<file path="config.mk">
export PLATFORM = sky130hd
export DESIGN_NAME = vmi_queue
export DESIGN_NICKNAME = d
export VERILOG_FILES = /design/src/hdl/vmi_pkg.sv /design/src/hdl/vmi_queue.sv
export SDC_FILE = /design/constraint.sdc
export NUM_CORES = 1
export LEC_CHECK = 0
export BUFFER_PORTS_ARGS = -buffer_cell sky130_fd_sc_hd__buf_2
export CAP_MARGIN = 20
export CORE_AREA = 4 4 145 147
export CTS_CLUSTER_DIAMETER = 120
export CTS_CLUSTER_SIZE = 40
export DETAILED_ROUTE_END_ITERATION = 10
export DIE_AREA = 0 0 149 151
export MAX_ROUTING_LAYER = met4
export PLACE_DENSITY = 0.8
export SYNTH_ARGS = -nofsm -noshare
export SYNTH_HDL_FRONTEND = slang
export SYNTH_SLANG_ARGS = --single-unit
</file>
<file path="constraint.sdc">
create_clock -name clock -period 6.3 [get_ports clock]
set_clock_uncertainty 0.05 [all_clocks]
set_input_delay 0.63 -clock clock [delete_from_list [all_inputs] [get_ports clock]]
set_output_delay 0.63 -clock clock [all_outputs]
set_load 0.02 [all_outputs]
</file>
<file path="src/hdl/vmi_pkg.sv">
// Shared types and constants of the vertex motion intensity block.
`default_nettype none

package vmi_pkg;

   localparam int COORD_W    = 24;
   localparam int IDX_W      = 12;
   localparam int CFG_W      = 24;
   localparam int GAIN_W     = 16;
   localparam int RATIO_W    = 16;
   localparam int MAG_W      = COORD_W + 1;
   localparam int SQ_W       = 2 * MAG_W;
   localparam int SUM_W      = SQ_W + 2;
   localparam int ROOT_W     = SUM_W / 2;
   localparam int NUM_W      = CFG_W + RATIO_W;
   localparam int PROD_W     = RATIO_W + GAIN_W;
   localparam int QUEUE_DEPTH = 4;
   localparam int QPTR_W     = 2;
   localparam int CSR_IDX_W  = 2;

   // Register indexes of the configuration port.
   localparam logic [CSR_IDX_W-1:0] REG_MAX_SPEED  = 2'd0;
   localparam logic [CSR_IDX_W-1:0] REG_MIN_SPEED  = 2'd1;
   localparam logic [CSR_IDX_W-1:0] REG_COLOR_GAIN = 2'd2;

   // Full scale of a Q0.16 ratio.
   localparam logic [RATIO_W-1:0] ONE_Q16 = 16'hFFFF;

   typedef struct packed {
      logic [IDX_W-1:0]          vertex_index;
      logic signed [COORD_W-1:0] pos_x;
      logic signed [COORD_W-1:0] pos_y;
      logic signed [COORD_W-1:0] pos_z;
   } vmi_req_type;

   typedef struct packed {
      logic [IDX_W-1:0]   out_index;
      logic [RATIO_W-1:0] speed_ratio;
      logic [RATIO_W-1:0] intensity;
   } vmi_rsp_type;

   typedef struct packed {
      logic [CFG_W-1:0]  max_speed;
      logic [CFG_W-1:0]  min_speed;
      logic [GAIN_W-1:0] color_gain;
   } vmi_cfg_type;

   typedef struct packed {
      logic [IDX_W-1:0] vertex_index;
      logic [SUM_W-1:0] sum;
   } vmi_mid_type;

endpackage

`default_nettype wire

</file>
<file path="src/hdl/vmi_queue.sv">
// Short queue between the front end and the back end.
`default_nettype none

module vmi_queue (
   input  logic                 clock,
   input  logic                 reset,
   input  logic                 push,
   input  vmi_pkg::vmi_mid_type push_item,
   output logic                 full,
   input  logic                 pop,
   output logic                 pop_valid,
   output vmi_pkg::vmi_mid_type pop_item
);
   import vmi_pkg::*;

   vmi_mid_type         entries_ff [QUEUE_DEPTH];
   logic [QPTR_W-1:0]   wr_ptr_ff, rd_ptr_ff;
   logic [QPTR_W:0]     count_ff;

   assign full      = (count_ff == (QPTR_W+1)'(QUEUE_DEPTH));
   assign pop_valid = (count_ff != '0);
   assign pop_item  = entries_ff[rd_ptr_ff];

   // Pointers and fill level.
   always_ff @(posedge clock) begin
      if (reset) begin
         wr_ptr_ff <= '0;
         rd_ptr_ff <= '0;
         count_ff  <= '0;
      end else begin
         if (push) begin
            wr_ptr_ff <= wr_ptr_ff + QPTR_W'(1);
         end
         if (pop) begin
            rd_ptr_ff <= rd_ptr_ff + QPTR_W'(1);
         end
         if (push && !pop) begin
            count_ff <= count_ff + (QPTR_W+1)'(1);
         end else if (pop && !push) begin
            count_ff <= count_ff - (QPTR_W+1)'(1);
         end
      end
   end

   // Entry storage.
   always_ff @(posedge clock) begin
      if (push) begin
         entries_ff[wr_ptr_ff] <= push_item;
      end
   end

endmodule

`default_nettype wire

</file>
==> results.ini, run 1 <==
[final_layout]
layout.nets = 583
drive_above_1_share_pct = 41.3
fin_util_pct = 54.8
design_area_sq_um = 10900
area_growth_pct = 12.0

[synthesis]
synth-edff-count = 256
synthArstFlopShare_pct = 0
synthTopCellsByArea = edfxtp_1, mux4_2, dfxtp_1, buf_12, mux4_1
post-synth-top-area-fraction_pct = 78.9
synth_area_sq_um = 9740
yosysTopAreaCell = edfxtp_1
ys_seq_area_share_pct = 80.8
synthCells = 378
netlist_top_cells_count = edfxtp_1, mux4_2, dfxtp_1
synthesis.nets = 452
ys_warn_count = 0
ys_types = 22
synth_flop_cell = edfxtp_1
ys_seq_elements = 265
syn_area_per_cell_sq_um = 25.8
yosysMostFrequentCell = edfxtp_1

[global_route]
antenna_found_initial = 1
grt_max_degree = 65
grt_pass1_wl_mm = 24.9
grt_overflow = 0
gr-usage-all-layers_pct = 14.8
first_global_vias = 4540

[worst_setup_path]
cp.arrival_ns = 2.77
cp_max_fo = 33
timing.rr.start = wr_ptr_ff[0]
worstPathBufferInverterCount = 2
worstSetupEndpointType = primary output
cpLargestDelayFamily = buffers and inverters
crit_chain = buf_4 -> mux4_1 -> buf_2
start_kind = flip-flop
max_stage_delay_ns = 0.81
slowest_stage = dfxtp_4
critical_path_required_ns = 5.62
worstSetupPathType = flip-flop to primary output

[placed_design]
place_area_sq_um = 10600
place_hpwl_mm = 9.71
io_buffers = 133
gp_congestion = 0.675

[power]
power_density_nw_per_um2 = 299
p_leak_nw = 3.60
max-vdd-ir-drop_mv = 0.188

[clock_tree]
root_buffer = clkbuf_16
cts.sinks = 265
insertion_delay_ns = 0.47
post_cts_buffers = 0
cts_tree = built
clk_pin_slew_ns = 0.14
cts_buffers = 10
htree_levels = 1
cts.path.max_buffers = 3
postCtsHoldBufs = 0
cts_resized = 0

[drt]
highest-signal-layer = met4
vias = 4190
initialDrtViolationCount = 209
antenna_left = 0
route.detailed.drc = 0
routed-wl-met2_mm = 8.62
drtPass1Iterations = 4
drt-met1-wl_mm = 6.77
wl_met3_um = 811
drt-total-wl_mm = 16.3
wl_per_cell_um = 20.8
viasPerCell = 5.34

[die]
start_util_pct = 48.9
die_y_um = 151
ios = 134
rows = 52
die_area_sq_um = 22500
fp.dieW_um = 149
core-area_sq_um = 19900

[worst_hold_path]
hp-start = push_item[0]
worstHoldPathType = primary input to flip-flop

[sta]
drv_slew = 0
fin_setup_tns_ns = 0
rsz0062_at_grt = false
fmax_ghz = 0.290
relSlewSlack_pct = 33.2
finalHoldViolations = 0
worst_pin_slew_ns = 1.00
period_share_pct = 54.8
min_period_ns = 3.45
setup_violations = 0

[status]
outcome = completed

[job]
max_cap_viol_count = 0

## worst paths after layout
path | to | slack, ns | depth (start not counted)
worst min-delay path | entries_ff[1][0] | 0.30 | 1
worst max register to register | entries_ff[2][36] | 4.44 | 3
worst min register to register | count_ff[2] | 0.48 | 2
worst max-delay path | pop_item[59] | 2.85 | 3
## stage by stage
stage / total power, mW / cells / setup WS [ns] / hold WS (ns)
after floorplan: 2.37 / 378 / 3.68 / 0.411
after global placement: 2.49 / 767 / 3.26 / 0.421
after detailed placement: 2.51 / 767 / 3.26 / 0.461
after CTS: 3.30 / 783 / 2.72 / 0.284
after global routing: 3.39 / 784 / 2.56 / 0.277
final: 3.26 / 784 / 2.85 / 0.300
## flip-flops by register name, indices dropped and copies added (netlist names), named ones only
signal / count
entries_ff: 256
count_ff: 3
rd_ptr_ff: 2
wr_ptr_ff: 2
## routing by layer
metal | GRT usage (%) | up-vias
met1 | 19.5 | 2208
met4 | 2.29 | 0
met2 | 25.2 | 118
met3 | 2.39 | 10
li1 | - | 1854
met5 | - | -
## layout by cell type, fill, tap and decap left out
cell	instances
a21oi_1	1
and2_4	4
buf_2	133
buf_4	1
clkbuf_1	4
clkbuf_16	11
dfxtp_1	7
dfxtp_4	2
diode_2	1
edfxtp_1	256
fa_1	1
ha_1	5
inv_1	4
inv_12	1
mux2i_1	2
mux4_1	4
mux4_2	60
nand2_1	1
nor2_1	7
nor3b_1	1
o21ai_0	1
or3_1	2
xnor2_1	2
xor2_1	3
## cells by family after synthesis
group / Yosys count / share of synthesized area, %
flops: 265 / 80.8
mux: 66 / 15.2
buf+inv: 19 / 1.90
simple gates: 15 / 0.771
fa+ha+maj: 6 / 0.848
xor+xnor: 5 / 0.450
compound gates: 2 / 0.103
## report_power, final
group / total (mW) / internal [mW] / switching, mW
combinational: 0.384 / 0.164 / 0.219
sequential: 2.07 / 2.02 / 0.0481
clock: 0.810 / 0.333 / 0.477
## area by class of cell
cell class | count | area, sq um
multi-input cells | 94 | 1700
well taps | 270 | 338
flip-flops and latches | 265 | 7880
diodes | 1 | 2.50
repair buffers | 134 | 673
clock inverters | 1 | 16.3
clock buffers | 15 | 290
inverters | 4 | 15.0
fillers | 1521 | 9000
Note: power is estimated with default switching activity, not from simulation.
==> run 2, diff against run 1 <==
- clock period: 6.3 -> 3.25 ns (I/O delays scaled with it)
==> results.ini, run 2 (same netlist as run 1, synthesis figures left out) <==
[status]
outcome = completed

[final_layout]
fillCellCount = 1502
largest_register_ff_count = 256
final_cell_mix = edfxtp_1, buf_2, mux4_2, dlygate4sd3_1, clkbuf_16
area_growth_pct = 17.9
final_common_cell = edfxtp_1
top_register = entries_ff
antenna_cells = 0
reg_top3 = entries_ff: 256 flops, count_ff: 3 flops
layout.nets = 640
drive_above_1_share_pct = 37.5
finalNonFillerCells = 840

[sta]
fin_setup_tns_ns = 0
min_period_ns = 2.62
drv_slew = 0
period_share_pct = 80.5
relSlewSlack_pct = 33.5
finalHoldViolations = 0
rsz0062_at_grt = false
fmax_ghz = 0.382
setup_violations = 0
worst_pin_slew_ns = 0.997

[power]
p_int_mw = 4.93
pwr-share-clk_pct = 24.7
max-vdd-ir-drop_mv = 0.442
power.share.sequential_pct = 62.6
swShare_pct = 22.9
comb_power_share_pct = 12.7
p_leak_nw = 3.84
total_switching_power_mw = 1.47
power.total_mw = 6.40
power_density_nw_per_um2 = 557

[drt]
wl_per_cell_um = 20.2
route.detailed.drc = 0
drtPass1Iterations = 4
drt-total-wl_mm = 17.0
vias = 4445
viasPerCell = 5.29
antenna_left = 0
initialDrtViolationCount = 216

[worst_setup_path]
reg2reg_depth = 3
crit_chain = buf_4 -> mux4_1 -> buf_2
cp.arrival_ns = 2.24
critical_path_required_ns = 2.87
timing.rr.start = wr_ptr_ff[0]
slowest_stage = dfxtp_4
setup.worst_path.end = pop_item[59]
start_kind = flip-flop
ff2ff_setup_slack_ns = 1.35
reg2reg_to = entries_ff[2][37]
max_stage_delay_ns = 0.64
worstSetupEndpointType = primary output
worstSetupPathType = flip-flop to primary output
cp_max_fo = 21

[placed_design]
place_hpwl_mm = 9.95
dp_cells = 769
gp_congestion = 0.695
io_buffers = 133

[clock_tree]
cts.sinks = 265
htree_levels = 1
cts_resized = 0
cts_buffers = 10
clk_pin_slew_ns = 0.14
cts.path.max_buffers = 3
insertion_delay_ns = 0.48
root_buffer = clkbuf_16
cts_tree = built

[worst_hold_path]
hp-start = push_item[19]
worstHoldPathType = primary input to flip-flop

[global_route]
antenna_found_initial = 0
grt_overflow = 0
grt_max_degree = 65
gr-usage-all-layers_pct = 15.4
first_global_vias = 4696
grt_pass1_wl_mm = 26.1

[die]
fp.dieW_um = 149
ios = 134
rows = 52
die_y_um = 151
start_util_pct = 48.9
die_area_sq_um = 22500
core-area_sq_um = 19900

[job]
max_cap_viol_count = 0

## run 2: cell types whose count changed in the layout (fill, tap and decap cells not counted)
cell           previous run  this run
buf_4                     1         2
dlygate4sd3_1             0        55
buf_12                    0         1
diode_2                   1         0
## run 2: area by class of cell
class | instances | area [sq um] | area share [%]
Multi-Input combinational cell | 94 | 1700 | 14.8
Clock buffer | 15 | 290 | 2.53
Timing Repair Buffer | 191 | 1250 | 10.9
Tap cell | 270 | 338 | 2.94
Sequential cell | 265 | 7880 | 68.6
Inverter | 4 | 15.0 | 0.131
Clock inverter | 1 | 16.3 | 0.142
## run 2: timing repair
action                    CTS  global route
setup buffers               0             0
hold buffers               45            10
hold endpoints to repair  164            26
## run 2: worst min path at each step
stage / end / slack, ns / cells after the start
after global placement: count_ff[2] / 0.42 / 2
after floorplan: entries_ff[0][0] / 0.37 / 0
after global routing: entries_ff[2][37] / 0.002 / 1
final: entries_ff[1][19] / 0.02 / 1
after CTS: entries_ff[2][25] / 0.000006 / 1
after detailed placement: count_ff[2] / 0.47 / 2
## run 2: metrics by stage
| step | setup WS, ns | hold WS (ns) | area, sq um | util (%) |
|---|---|---|---|---|
| 6_report | 0.635 | 0.0166 | 11500 | 57.7 |
| 5_1_grt | 0.434 | 0.00186 | 11500 | 57.7 |
| 3_3_place_gp | 1.09 | 0.423 | 10600 | 53.4 |
| 4_1_cts | 0.558 | 0.00000588 | 11400 | 57.2 |
| 3_5_place_dp | 1.10 | 0.466 | 10600 | 53.4 |
| 2_1_floorplan | 0.724 | 0.374 | 9740 | - |
## run 2: worst max-delay path: cells and delay by family, from the launching register on
family / cells / cell delay, ns
flops: 1 / 0.64
mux: 1 / 0.58
buf+inv: 2 / 0.52
## run 2: layer usage
metal | GRT usage, % | share of wire (%) | vias up
li1 | - | - | 1967
met1 | 19.9 | 41 | 2362
met2 | 26.1 | 53 | 98
met3 | 2.90 | 4.9 | 18
met4 | 2.84 | 1.2 | 0
met5 | - | 0 | -
## run 2: power by group through the flow
stage	registers (mW)	clock network [mW]	logic (mW)
2_1_floorplan	4.03	0	0.564
3_3_place_gp	4.07	0	0.760
3_5_place_dp	4.09	0	0.775
4_1_cts	4.01	1.62	0.821
5_1_grt	4.02	1.75	0.876
6_report	4.00	1.58	0.815
